`config.mk`:
```
export PLATFORM = sky130hd
export DESIGN_NAME = tone_melody_sequencer
export DESIGN_NICKNAME = d
export VERILOG_FILES = /design/src/rtl/tms_pkg.sv /design/src/rtl/tms_note_ram.sv /design/src/rtl/tms_recip_div.sv /design/src/rtl/tone_melody_sequencer.sv
export SDC_FILE = /design/constraint.sdc
export NUM_CORES = 2
export LEC_CHECK = 0
export ABC_AREA = 0
export BUFFER_PORTS_ARGS = -buffer_cell sky130_fd_sc_hd__buf_2
export CAP_MARGIN = 20
export CORE_ASPECT_RATIO = 1.1
export CORE_MARGIN = 2
export CORE_UTILIZATION = 55
export CTS_CLUSTER_SIZE = 8
export DETAILED_ROUTE_END_ITERATION = 6
export GPL_TIMING_DRIVEN = 0
export HOLD_SLACK_MARGIN = 0.05
export PLACE_DENSITY = 0.71
export SLEW_MARGIN = 10
export SYNTH_ARGS = -nofsm -noshare
export SYNTH_HDL_FRONTEND = slang
export SYNTH_SLANG_ARGS = --single-unit
```
`constraint.sdc`:
```
create_clock -name clk -period 6.4 [get_ports clk]
set_input_delay 1.28 -clock clk [delete_from_list [all_inputs] [get_ports clk]]
set_output_delay 1.28 -clock clk [all_outputs]
set_load 0.01 [all_outputs]
```
`src/rtl/tms_pkg.sv`:
```
// package for the tone melody sequencer: codes, types and divider constants
`timescale 1ns / 1ps

package tms_pkg;

  localparam int NOTE_DEPTH = 64;
  localparam int ADDR_W     = $clog2(NOTE_DEPTH);

  localparam longint unsigned PERIOD_BASE = 64'd1000;
  localparam longint unsigned DIVIDEND    = PERIOD_BASE * PERIOD_BASE;
  localparam int DVD_BITS = $clog2(DIVIDEND + 64'd1);
  // divider needs at least two quotient bits for its shift register
  localparam int DVD_W    = (DVD_BITS < 2) ? 2 : DVD_BITS;
  localparam int DCNT_W   = $clog2(DVD_W + 1);

  localparam int VAL_W    = 16;
  localparam int POS_W    = 7;
  localparam int LAST_W   = 6;
  localparam int THEME_W  = 3;

  typedef enum logic [2:0] {
    OP_TICK   = 3'd0,
    OP_LOAD   = 3'd1,
    OP_PLAY   = 3'd2,
    OP_STOP   = 3'd3,
    OP_PAUSE  = 3'd4,
    OP_SINGLE = 3'd5
  } op_t;

  typedef enum logic [2:0] {
    S_IDLE,
    S_EVAL,
    S_DIV,
    S_DONE
  } seq_state_t;

  typedef struct packed {
    logic [VAL_W-1:0] freq;
    logic [VAL_W-1:0] dur;
    logic [VAL_W-1:0] start;
  } note_entry_t;

  typedef struct packed {
    logic             start;
    logic [VAL_W-1:0] divisor;
  } div_req_t;

endpackage

```
`src/rtl/tms_note_ram.sv`:
```
// generic single-port-write, registered-read note table memory
`timescale 1ns / 1ps

module tms_note_ram #(
  parameter int DEPTH = 64,
  parameter int WIDTH = 48
) (
  input  logic                     clk,
  input  logic                     wr_en,
  input  logic [$clog2(DEPTH)-1:0] wr_addr,
  input  logic [WIDTH-1:0]         wr_data,
  input  logic                     rd_en,
  input  logic [$clog2(DEPTH)-1:0] rd_addr,
  output logic [WIDTH-1:0]         rd_data
);

  logic [WIDTH-1:0] mem [DEPTH];
  logic [WIDTH-1:0] rd_data_r;

  always_ff @(posedge clk) begin
    if (wr_en) begin
      mem[wr_addr] <= wr_data;
    end
  end

  always_ff @(posedge clk) begin
    if (rd_en) begin
      rd_data_r <= mem[rd_addr];
    end
  end

  assign rd_data = rd_data_r;

endmodule

```
`src/rtl/tms_recip_div.sv`:
```
// iterative restoring divider: constant base squared over a 16-bit frequency
`timescale 1ns / 1ps

module tms_recip_div (
  input  logic                        clk,
  input  logic                        rst_n,
  input  tms_pkg::div_req_t           req,
  output logic                        done,
  output logic [tms_pkg::DVD_W-1:0]   quotient
);

  logic                          busy_r, busy_nxt;
  logic                          done_r, done_nxt;
  logic [tms_pkg::DCNT_W-1:0]    cnt_r, cnt_nxt;
  logic [tms_pkg::VAL_W-1:0]     rem_r, rem_nxt;
  logic [tms_pkg::DVD_W-1:0]     q_r, q_nxt;
  logic [tms_pkg::VAL_W-1:0]     div_r, div_nxt;
  logic [tms_pkg::VAL_W:0]       rem_shift;
  logic                          fits;

  // one quotient bit per cycle, dividend bits shifted out of q_r
  assign rem_shift = {rem_r, q_r[tms_pkg::DVD_W-1]};
  assign fits      = rem_shift >= {1'b0, div_r};

  always_comb begin
    busy_nxt = busy_r;
    done_nxt = 1'b0;
    cnt_nxt  = cnt_r;
    rem_nxt  = rem_r;
    q_nxt    = q_r;
    div_nxt  = div_r;
    if (req.start) begin
      busy_nxt = 1'b1;
      cnt_nxt  = tms_pkg::DCNT_W'(tms_pkg::DVD_W);
      rem_nxt  = '0;
      q_nxt    = tms_pkg::DVD_W'(tms_pkg::DIVIDEND);
      div_nxt  = req.divisor;
    end else if (busy_r) begin
      rem_nxt = fits ? tms_pkg::VAL_W'(rem_shift - {1'b0, div_r})
                     : tms_pkg::VAL_W'(rem_shift);
      q_nxt   = {q_r[tms_pkg::DVD_W-2:0], fits};
      cnt_nxt = cnt_r - tms_pkg::DCNT_W'(1);
      if (cnt_r == tms_pkg::DCNT_W'(1)) begin
        busy_nxt = 1'b0;
        done_nxt = 1'b1;
      end
    end
  end

  always_ff @(posedge clk) begin
    if (!rst_n) begin
      busy_r <= 1'b0;
      done_r <= 1'b0;
      cnt_r  <= '0;
    end else begin
      busy_r <= busy_nxt;
      done_r <= done_nxt;
      cnt_r  <= cnt_nxt;
    end
  end

  always_ff @(posedge clk) begin
    rem_r <= rem_nxt;
    q_r   <= q_nxt;
    div_r <= div_nxt;
  end

  assign done     = done_r;
  assign quotient = q_r;

endmodule

```
`src/rtl/tone_melody_sequencer.sv`:
```
// top level of the tone melody sequencer
`timescale 1ns / 1ps

// Melody sequencer for a tone timer. Input words (in_valid / in_stall)
// carry one operation: tick, load note, play, stop, pause or single tone.
// Each accepted word yields exactly one result word (out_valid /
// out_stall) holding the reload value, timer flag, theme, remaining
// duration and note position after that operation.
// cfg_wr_en writes the sound enable bit (cfg_wr_data); write it only
// while no word is in flight.
// Words that do not compute a reload value go from accept through
// S_EVAL and S_DONE to out_valid; a sounding tick or a single tone of
// nonzero frequency also passes S_DIV, run by the 20-step iterative
// reload divider. One word is worked on at a time and the next is
// taken in the cycle after the result is written.
// The note table is a 64-entry memory with registered read.
// Reset clears all sequencer state, sets sound enable to 1 and leaves
// the note table contents undefined until loaded.
// While the receiver stalls, the finished result is held; the next word
// may be accepted and processed, but its result waits for the slot.

module tone_melody_sequencer (
  input  logic                           clk,
  input  logic                           rst_n,
  input  logic                           cfg_wr_en,
  input  logic                           cfg_wr_data,
  input  logic                           in_valid,
  output logic                           in_stall,
  input  logic [2:0]                     in_operation,
  input  logic [5:0]                     in_note_index,
  input  logic [15:0]                    in_note_freq,
  input  logic [15:0]                    in_note_duration,
  input  logic [15:0]                    in_note_start,
  input  logic [6:0]                     in_note_count,
  input  logic [2:0]                     in_theme,
  output logic                           out_valid,
  input  logic                           out_stall,
  output logic [15:0]                    out_tone_reload,
  output logic                           out_tone_enabled,
  output logic [2:0]                     out_playing_theme,
  output logic [15:0]                    out_remaining_duration,
  output logic [6:0]                     out_note_position
);

  tms_pkg::seq_state_t              state_r, state_nxt;

  tms_pkg::op_t                     op_r;
  logic [tms_pkg::VAL_W-1:0]        freq_r;
  logic [tms_pkg::VAL_W-1:0]        dur_r;
  logic [tms_pkg::POS_W-1:0]        count_r;
  logic [tms_pkg::THEME_W-1:0]      theme_in_r;

  logic [tms_pkg::POS_W-1:0]        pos_r, pos_nxt;
  logic [tms_pkg::LAST_W-1:0]       last_r, last_nxt;
  logic [tms_pkg::VAL_W-1:0]        tick_r, tick_nxt;
  logic [tms_pkg::VAL_W-1:0]        dleft_r, dleft_nxt;
  logic [tms_pkg::THEME_W-1:0]      theme_r, theme_nxt;
  logic [tms_pkg::VAL_W-1:0]        reload_r, reload_nxt;
  logic                             run_r, run_nxt;
  logic                             en_r;

  logic                             out_valid_r, out_valid_nxt;
  logic [tms_pkg::VAL_W-1:0]        out_reload_r;
  logic                             out_run_r;
  logic [tms_pkg::THEME_W-1:0]      out_theme_r;
  logic [tms_pkg::VAL_W-1:0]        out_dleft_r;
  logic [tms_pkg::POS_W-1:0]        out_pos_r;

  logic                             in_accept;
  logic                             slot_free;
  tms_pkg::note_entry_t             wr_entry;
  tms_pkg::note_entry_t             rd_entry;
  logic [$bits(tms_pkg::note_entry_t)-1:0] rd_bits;

  tms_pkg::div_req_t                div_req;
  logic                             div_done;
  logic [tms_pkg::DVD_W-1:0]        div_quot;

  logic                             tick_active;
  logic                             note_due;
  logic                             in_melody;
  logic                             div_go;
  logic [tms_pkg::VAL_W-1:0]        dleft_dec;
  logic [tms_pkg::VAL_W-1:0]        reload_dec;
  logic [tms_pkg::VAL_W-1:0]        tick_inc;
  logic [tms_pkg::POS_W-1:0]        pos_inc;
  logic [tms_pkg::LAST_W-1:0]       count_last;

  assign in_accept = in_valid && !in_stall;
  assign in_stall  = (state_r != tms_pkg::S_IDLE);
  assign slot_free = !out_valid_r || !out_stall;

  assign wr_entry.freq  = in_note_freq;
  assign wr_entry.dur   = in_note_duration;
  assign wr_entry.start = in_note_start;

  // entry for the current position is read at accept, ready in S_EVAL
  tms_note_ram #(
    .DEPTH (tms_pkg::NOTE_DEPTH),
    .WIDTH ($bits(tms_pkg::note_entry_t))
  ) u_note_ram (
    .clk     (clk),
    .wr_en   (in_accept && (tms_pkg::op_t'(in_operation) == tms_pkg::OP_LOAD)),
    .wr_addr (tms_pkg::ADDR_W'(in_note_index)),
    .wr_data (wr_entry),
    .rd_en   (in_accept),
    .rd_addr (tms_pkg::ADDR_W'(pos_r)),
    .rd_data (rd_bits)
  );

  assign rd_entry = tms_pkg::note_entry_t'(rd_bits);

  tms_recip_div u_div (
    .clk      (clk),
    .rst_n    (rst_n),
    .req      (div_req),
    .done     (div_done),
    .quotient (div_quot)
  );

  // tick arithmetic
  assign tick_active = (theme_r != '0) && en_r;
  assign dleft_dec   = (dleft_r != '0) ? dleft_r - tms_pkg::VAL_W'(1) : dleft_r;
  assign reload_dec  = (dleft_r == tms_pkg::VAL_W'(1)) ? '0 : reload_r;
  assign tick_inc    = (tick_r != '1) ? tick_r + tms_pkg::VAL_W'(1) : tick_r;
  assign note_due    = tick_inc >= rd_entry.start;
  assign in_melody   = pos_r < {1'b0, last_r};
  assign pos_inc     = pos_r + tms_pkg::POS_W'(1);
  assign count_last  = tms_pkg::LAST_W'(count_r - tms_pkg::POS_W'(1));

  always_comb begin
    div_go = 1'b0;
    if (state_r == tms_pkg::S_EVAL) begin
      case (op_r)
        tms_pkg::OP_TICK: begin
          div_go = tick_active && note_due && in_melody && (rd_entry.freq != '0);
        end
        tms_pkg::OP_SINGLE: begin
          div_go = (freq_r != '0);
        end
        default: begin
          div_go = 1'b0;
        end
      endcase
    end
  end

  assign div_req.start   = div_go;
  assign div_req.divisor = (op_r == tms_pkg::OP_SINGLE) ? freq_r : rd_entry.freq;

  // next state
  always_comb begin
    state_nxt = state_r;
    case (state_r)
      tms_pkg::S_IDLE: begin
        if (in_accept) state_nxt = tms_pkg::S_EVAL;
      end
      tms_pkg::S_EVAL: begin
        state_nxt = div_go ? tms_pkg::S_DIV : tms_pkg::S_DONE;
      end
      tms_pkg::S_DIV: begin
        if (div_done) state_nxt = tms_pkg::S_DONE;
      end
      tms_pkg::S_DONE: begin
        if (slot_free) state_nxt = tms_pkg::S_IDLE;
      end
      default: begin
        state_nxt = tms_pkg::S_IDLE;
      end
    endcase
  end

  // sequencer state updates
  always_comb begin
    pos_nxt    = pos_r;
    last_nxt   = last_r;
    tick_nxt   = tick_r;
    dleft_nxt  = dleft_r;
    theme_nxt  = theme_r;
    reload_nxt = reload_r;
    run_nxt    = run_r;
    case (state_r)
      tms_pkg::S_EVAL: begin
        case (op_r)
          tms_pkg::OP_TICK: begin
            if (tick_active) begin
              dleft_nxt  = dleft_dec;
              reload_nxt = reload_dec;
              tick_nxt   = tick_inc;
              if (note_due) begin
                if (in_melody) begin
                  // zero frequency holds the position on this entry
                  if (rd_entry.freq != '0) begin
                    dleft_nxt = rd_entry.dur;
                    run_nxt   = 1'b1;
                    pos_nxt   = pos_inc;
                  end
                end else begin
                  // end of melody
                  theme_nxt = '0;
                  tick_nxt  = '0;
                  dleft_nxt = '0;
                  pos_nxt   = '0;
                  last_nxt  = '1;
                  run_nxt   = 1'b0;
                end
              end
            end
          end
          tms_pkg::OP_PLAY: begin
            theme_nxt = theme_in_r;
            tick_nxt  = '0;
            dleft_nxt = '0;
            pos_nxt   = '0;
            last_nxt  = (theme_in_r != '0) ? count_last : '1;
            run_nxt   = 1'b1;
          end
          tms_pkg::OP_STOP: begin
            theme_nxt = '0;
            tick_nxt  = '0;
            dleft_nxt = '0;
            pos_nxt   = '0;
            last_nxt  = '1;
          end
          tms_pkg::OP_PAUSE: begin
            theme_nxt = '0;
          end
          tms_pkg::OP_SINGLE: begin
            if (freq_r != '0) dleft_nxt = dur_r;
          end
          default: begin
            pos_nxt = pos_r;
          end
        endcase
      end
      tms_pkg::S_DIV: begin
        if (div_done) reload_nxt = tms_pkg::VAL_W'(div_quot);
      end
      default: begin
        pos_nxt = pos_r;
      end
    endcase
  end

  always_comb begin
    out_valid_nxt = out_valid_r;
    if (out_valid_r && !out_stall) out_valid_nxt = 1'b0;
    if ((state_r == tms_pkg::S_DONE) && slot_free) out_valid_nxt = 1'b1;
  end

  always_ff @(posedge clk) begin
    if (!rst_n) begin
      state_r     <= tms_pkg::S_IDLE;
      pos_r       <= '0;
      last_r      <= '0;
      tick_r      <= '0;
      dleft_r     <= '0;
      theme_r     <= '0;
      reload_r    <= '0;
      run_r       <= 1'b0;
      en_r        <= 1'b1;
      out_valid_r <= 1'b0;
    end else begin
      state_r     <= state_nxt;
      pos_r       <= pos_nxt;
      last_r      <= last_nxt;
      tick_r      <= tick_nxt;
      dleft_r     <= dleft_nxt;
      theme_r     <= theme_nxt;
      reload_r    <= reload_nxt;
      run_r       <= run_nxt;
      out_valid_r <= out_valid_nxt;
      if (cfg_wr_en) en_r <= cfg_wr_data;
    end
  end

  // item and result payload
  always_ff @(posedge clk) begin
    if (in_accept) begin
      op_r       <= tms_pkg::op_t'(in_operation);
      freq_r     <= in_note_freq;
      dur_r      <= in_note_duration;
      count_r    <= in_note_count;
      theme_in_r <= in_theme;
    end
    if ((state_r == tms_pkg::S_DONE) && slot_free) begin
      out_reload_r <= reload_r;
      out_run_r    <= run_r;
      out_theme_r  <= theme_r;
      out_dleft_r  <= dleft_r;
      out_pos_r    <= pos_r;
    end
  end

  assign out_valid              = out_valid_r;
  assign out_tone_reload        = out_reload_r;
  assign out_tone_enabled       = out_run_r;
  assign out_playing_theme      = out_theme_r;
  assign out_remaining_duration = out_dleft_r;
  assign out_note_position      = out_pos_r;

endmodule

```
## Yosys cells after proc, flatten, opt, wreduce, memory -nomap -nowiden

Memory sizes are Yosys's and may differ from the RTL's. A register that Yosys moved wholly into a read port is not among the register bits.
Index checks and enable logic that the tools add are counted.

- Bits in registers: 216
- Bits in writable memories: 3,072
- Bits of input ports: 73
- Output and inout port bits: 45
- Logic and storage cells: 156
- Memories: 1

Memories:

| name | depth | bits a word | read ports | clocked after Yosys merged registers in | wr ports | line | text |
|---|---|---|---|---|---|---|---|
| u_note_ram.mem | 64 | 48 | 1 | 1 | 1 | tms_note_ram.sv:17 | `logic [WIDTH-1:0] mem [DEPTH];` |

- $add $sub $neg: 6
- Order comparisons: 3
- Equality and inequality tests: 22
- Multiplexer cells: 55
- Bitwise operators: 2
- Reductions and logical operators: 40

Operators by type and width:

| cell | number |
|---|---|
| $mux 16 | 16 |
| $pmux 16 s2 | 2 |
| $pmux 16 s3 | 1 |
| $reduce_bool 16->1 | 3 |
| $mux 7 | 4 |
| $reduce_and 5->1 | 5 |
| $mux 6 | 4 |
| $mux 3 | 6 |
| $pmux 6 s3 | 1 |
| $reduce_bool 3->1 | 6 |
| $ge 17x16->1 | 1 |
| $add 16x1->16 const B | 1 |
| $eq 16x1->1 const B | 1 |
| $ge 16x16->1 | 1 |
| $ne 16x16->1 const B | 1 |
| $ne 2x2->1 const B | 8 |
| $sub 16x1->16 const B | 1 |
| $sub 16x16->16 | 1 |
| $mux 1 | 14 |
| $pmux 7 s2 | 1 |
| $eq 3x2->1 const B | 4 |
| $pmux 3 s4 | 1 |
| $mux 5 | 2 |
| $reduce_bool 2->1 | 5 |
| 20 further kinds | 38 |

## Depth between registers and ports, before layout

- Word-level depth: 10
- Depth in mapped cells: 18
- Mapped depth without buffers: 15

## Cells and area by module

A second synthesis with hierarchy kept.

- Cells, all modules: 6,039
- Area, all modules: 128,181.7 sq um

By module, submodules not included:

| module | times used | cells an instance | area each (sq um) | sequential area each (sq um) |
|---|---|---|---|---|
| tms_note_ram | 1 | 4,989 | 117,674.1 | 93,689.9 |
| tone_melody_sequencer | 1 | 732 | 7,429.6 | 3,993.8 |
| tms_recip_div | 1 | 318 | 3,078.0 | 1,341.3 |

## Least setup slack after synthesis

No wires, ideal clock.

- Path type: input to register
- Start point: in out_stall
- End point: reg out_pos_r, in the netlist out_note_position[0], enable pin
- Library setup time: 509 ps
- Data arrival time: 4,445 ps
- Required time: 5,891 ps
- Slack: 1,446 ps
- Stages on the path: 1
- Buffers on the path: 0
- Cells stage by stage: a21boi_0

- Cells in the longest elaborated chain, start to end: 3

RTL lines:

| element | line | text |
|---|---|---|
| start: declaration | tone_melody_sequencer.sv:37 | `input logic out_stall,` |
| $logic_not 1->1 | tone_melody_sequencer.sv:91 | `assign slot_free = !out_valid_r \|\| !out_stall;` |
| $logic_or 1x1->1 | tone_melody_sequencer.sv:91 |  |
| $logic_and 1x1->1 | tone_melody_sequencer.sv:286 | `if ((state_r == tms_pkg::S_DONE) && slot_free) begin` |
| end signal: assignment | tone_melody_sequencer.sv:291 | `out_pos_r <= pos_r;` |
| end: declaration | tone_melody_sequencer.sv:67 | `logic [tms_pkg::POS_W-1:0] out_pos_r;` |

Every way passes these cells.
A chain may end at the register's enable or synchronous reset.

## Worst setup path after layout

- Start point: reg tick_r[13] in the netlist's numbering
- End point: reg u_div.div_r[7] in the netlist's numbering, enable pin

- Cells in the longest elaborated chain, start to end: 8
- Elaborated cells between the ends (all ways): 9
- Those cells by class: 1 x add/sub; 1 x order compare; 1 x eq/ne; 3 x mux; 3 x reduce/logical

RTL lines:

| element | line | text |
|---|---|---|
| start: declaration | tone_melody_sequencer.sv:55 | `logic [tms_pkg::VAL_W-1:0] tick_r, tick_nxt;` |
| start signal: assignment | tone_melody_sequencer.sv:267 | `tick_r <= tick_nxt;` |
| $add 16x1->16 / $ne 16x16->1 (equally long branches) | tone_melody_sequencer.sv:125 | `assign tick_inc = (tick_r != '1) ? tick_r + tms_pkg::VAL_W'(1) : tick_r;` |
| $mux 16 (*) | tone_melody_sequencer.sv:125 |  |
| $ge 16x16->1 (*) | tone_melody_sequencer.sv:126 | `assign note_due = tick_inc >= rd_entry.start;` |
| $logic_and 1x1->1 (*) (3 in a row) | tone_melody_sequencer.sv:136 | `div_go = tick_active && note_due && in_melody && (rd_entry.freq != '0);` |
| $pmux 1 s2 (*) | tone_melody_sequencer.sv:134 | `case (op_r)` |
| $mux 1 (*) | tone_melody_sequencer.sv:133 | `if (state_r == tms_pkg::S_EVAL) begin` |
| net div_go | tone_melody_sequencer.sv:82 | `logic div_go;` |
| end signal: assignment | tms_recip_div.sv:65 | `div_r <= div_nxt;` |
| end: declaration | tms_recip_div.sv:17 | `logic [tms_pkg::VAL_W-1:0] div_r, div_nxt;` |

The timed path passes the listed nets; every way through them passes the cells marked *.

==> key figures <==
Logic synthesis
  • YS warnings: 0
  • Count of cell types in the netlist: 74
  • Post-Synthesis Cell Area: 128200 um^2
  • Seq/Total Area, Yosys: just under 80%
  • Commonest cells in the netlist: 3223 x edfxtp_1, 1008 x mux4_2, 172 x clkbuf_1, 145 x nor2_1, 112 x dfxtp_1
  • Area share of the largest cell type after synthesis: 75.51%
  • Share of the synthesized area in compound gates (AO/OA/AOI/OAI): approximately 1.2%
  • Combinational family with the most area after synthesis: multiplexers
  • Fraction of the mapped netlist area in adder cells: 0.4939%
  • Number of synthesized register bits: 3335
  • Synth area leaders: edfxtp_1 76%, mux4_2 18%, dfxtp_1 1.7%, clkbuf_1 0.50%, ha_1 0.48%
  • Mapped Avg Cell Area: 23.43 um^2
  • Cells after Synth: between 5000 and 6000
  • Post-synthesis share of cell area spent on xor and xnor gates: 0.2255%
  • Ys async rst share: 0%
  • Multiplexer fraction of the synthesized cell area: between 10% and 20%
  • Synth area leader: edfxtp_1
  • Syn Nets: 5593
  • Most frequently used cell type in the post-synthesis netlist: edfxtp_1
  • Number of flops mapped to enable cells by yosys: 3223
  • Primary FF master, synth: edfxtp_1
  • Simple-gate area share of the yosys netlist: 1.581%

Setup path
  • Kind of end point of the critical path: flop
  • Origin of the critical flop-to-flop path: tick_r[13]
  • Maximum fanout count along the critical path: 25
  • Destination of the worst register-to-register timing path: u_div.div_r[7]
  • Largest stage delay on the critical path: between 0.5 and 0.6 ns
  • Required time worst endpoint: 7.01 ns
  • Cell Chain, Critical Path: clkbuf_1 > nand3_1 > nor2_1 > nand4_1 > and4_1 > clkbuf_1 > and4_1 > xor2_1 > ha_1 > o21ai_0 > o21ai_0 > a21o_1 > o211a_1 > a32o_1 > nand2_1 > inv_2 > clkbuf_2
  • Critical path data arrival time: around 6.0 ns
  • Slowest cell on the critical path: clkbuf_2
  • Worst reg2reg path depth: 17
  • Minimum setup slack among reg-to-reg paths: approximately 1.0 ns
  • Category of the worst setup path launch point: flop
  • CP Class: reg2reg

Timing
  • Actual slew at the worst max-slew pin: roughly 1.2 ns
  • Number of pins with negative max-slew slack in the final report: 0
  • Final setup violation count: 0
  • Least setup slack across all paths after layout: between 1 and 1.5 ns
  • Post-layout minimum cycle time: ~5.4 ns
  • Hold Violations, Final: 0
  • Part of the cycle the worst path needs: 84.13%
  • Setup TNS: 0 ns
  • RSZ-0062 raised after global routing: no
  • Worst slew margin relative to its limit: approximately 17%
  • Peak clock frequency supported by timing: 185.7 MHz
  • Clock skew: 0.08393 ns

Pwr
  • Total power: 0.05121 W
  • Power density cells: 342.3 nW/um^2
  • Leak: 45.91 nW
  • Worst IR Drop VDD: 319.9 uV

Routing
  • Wire length per cell after detailed routing: 37.42 um
  • Number of design-rule violations left by the first detailed-router iteration: roughly 9000
  • Routed Wire Length: roughly 360000 um
  • Mean number of vias per cell: 6.784
  • Post-detailed-route DRC marker count: 0
  • Detailed-routing iteration count for the pre-antenna-repair pass: 6
  • Antenna-violating nets left: 0
  • Via count: 64670

Status
  • Status: finished clean

Global route
  • Tot GR Track Use: 30.15%
  • Via count of the first global-routing pass: ~66000
  • Maximum number of pins on one net before global-route repair: 66
  • Global-route wire length before repair: 495600 um
  • Number of antenna violations at the first check in global routing: 18
  • Global route overflow: 0

Clock network
  • TritonCTS clock tree: built
  • Post-CTS Setup Repair Bufs: 0
  • Clock latency on the worst-skew pair: 1.03 ns
  • Num Clock Sinks: around 3300
  • Post-CTS Hold Buffers: 0
  • CTS H-tree lvls: 5
  • Total CTS buffers: 467
  • Post-CTS clock slew at the launch and capture registers of the worst setup and hold paths: 0.05 ns
  • Cell at the root of the clock tree: clkbuf_16
  • Post-cts repair resize count: 0
  • Clock tree buffer depth: 4

Cells and area
  • Layout overhead on the synthesized area: 16.72%
  • Final layout net count: 6373
  • Proportion of layout cells with a drive suffix above 1: 31.31%

Min path
  • Hold path depth: 1
  • Worst Hold Endpoint: theme_in_r[0]
  • Classification of the worst-slack hold path: in2reg
  • Hold Crit Start: in_theme[0]

Placement
  • Minimum setup slack after placement: 1.110 ns
  • HPWL after detailed placement: 229800 um
  • Gp weighted congestion: 0.8800
  • Port Buffers: 113

Flow run
  • Max-Cap Viols: 0

Floorplanning
  • Horizontal die dimension: 464.3 um
  • Area of the core: 231200 um^2
  • Die area: 236900 um^2
  • Die extent in y: 510.3 um
  • Starting Density: 55.43%
  • Number of top-level design ports: 118
  • Row count: 185
-- routing by layer --
| layer | vias up | wire [um] | GRT usage (%) |
|---|---|---|---|
| met5 | - | 29 | 0 |
| met4 | 4 | 19560 | 15.31 |
| met3 | 870 | 36730 | 6.997 |
| met2 | 4584 | 181500 | 50.89 |
| met1 | 34240 | 118900 | 36.79 |
| li1 | 24970 | - | - |
-- worst max-delay path, delay by kind of cell (launching register included) --
kind / cells / cell delay [ns]
simple gates: 6 / 1.66
xor+xnor: 1 / 0.15
compound gates: 5 / 1.30
buf+inv: 4 / 1.27
fa+ha+maj: 1 / 0.30
flops: 1 / 0.31
-- sequential cells by signal, summed over array words and instances, names as in the netlist, 5 cells and up --
| name | count |
|---|---|
| u_note_ram.mem | 3072 |
| u_note_ram.rd_data | 48 |
| u_div.quotient | 20 |
| dleft_r | 16 |
| dur_r | 16 |
| freq_r | 16 |
| out_remaining_duration | 16 |
| out_tone_reload | 16 |
| reload_r | 16 |
| tick_r | 16 |
| u_div.div_r | 16 |
| u_div.rem_r | 16 |
| out_note_position | 7 |
| pos_r | 7 |
| count_r | 6 |
| last_r | 6 |
| u_div.cnt_r | 5 |
-- worst max path at each step --
stage | startpoint | to | cells past startpoint
3_3_place_gp | in_valid | u_note_ram.mem[23][45] | 5
6_report | tick_r[13] | u_div.div_r[7] | 17
5_1_grt | tick_r[13] | u_div.div_r[7] | 17
3_5_place_dp | tick_r[13] | u_div.div_r[13] | 17
4_1_cts | tick_r[13] | u_div.div_r[7] | 17
2_1_floorplan | out_stall | out_note_position[0] | 1
-- cell families after synthesis --
group                    after synthesis
AO/OA/AOI/OAI                        236
buffers and inverters                339
AND/OR/NAND/NOR                      420
XOR/XNOR                              33
adder cells (fa/ha/maj)               50
multiplexers                        1057
flip-flops                          3335
-- layout make-up --
type / instances / area [um^2]
clock buffer: 640 / 12450
buffer: 278 / 1261
tap: 3085 / 3860
clock inverter: 11 / 181.4
timing repair buffer: 311 / 4352
antenna: 15 / 37.54
multi-input combinational: 1796 / 28210
fill: 14240 / 81630
sequential: 3335 / 99030
inverter: 61 / 234.0
-- layout by cell type (no fill, tap or decap), types with 46 or more instances in the layout --
cell	instances
edfxtp_1	3223
mux4_2	1008
clkbuf_16	472
clkbuf_1	313
buf_2	169
buf_12	153
dfxtp_1	112
nand2_1	82
nor2_1	81
a21oi_1	73
nor2_4	64
inv_1	59
ha_1	49
nand3_1	46
-- stage by stage --
step	utilization, %	cell area, um^2	std cells	hold WS (ns)
final	64.70	149600	9532	0.4276
after CTS	64.41	148900	9482	0.3812
after global placement	57.34	132600	8668	0.4157
after floorplan	-	128200	5470	0.4081
after detailed placement	58.95	136300	8831	0.4171
after global routing	64.68	149600	9519	0.4098
-- power breakdown --
group	total, W	switching, W	internal, W
clock network	0.0218	0.00859	0.0132
logic	0.00474	0.00275	0.00199
registers	0.0247	0.000299	0.0244
(Power assumes the default switching activity.)
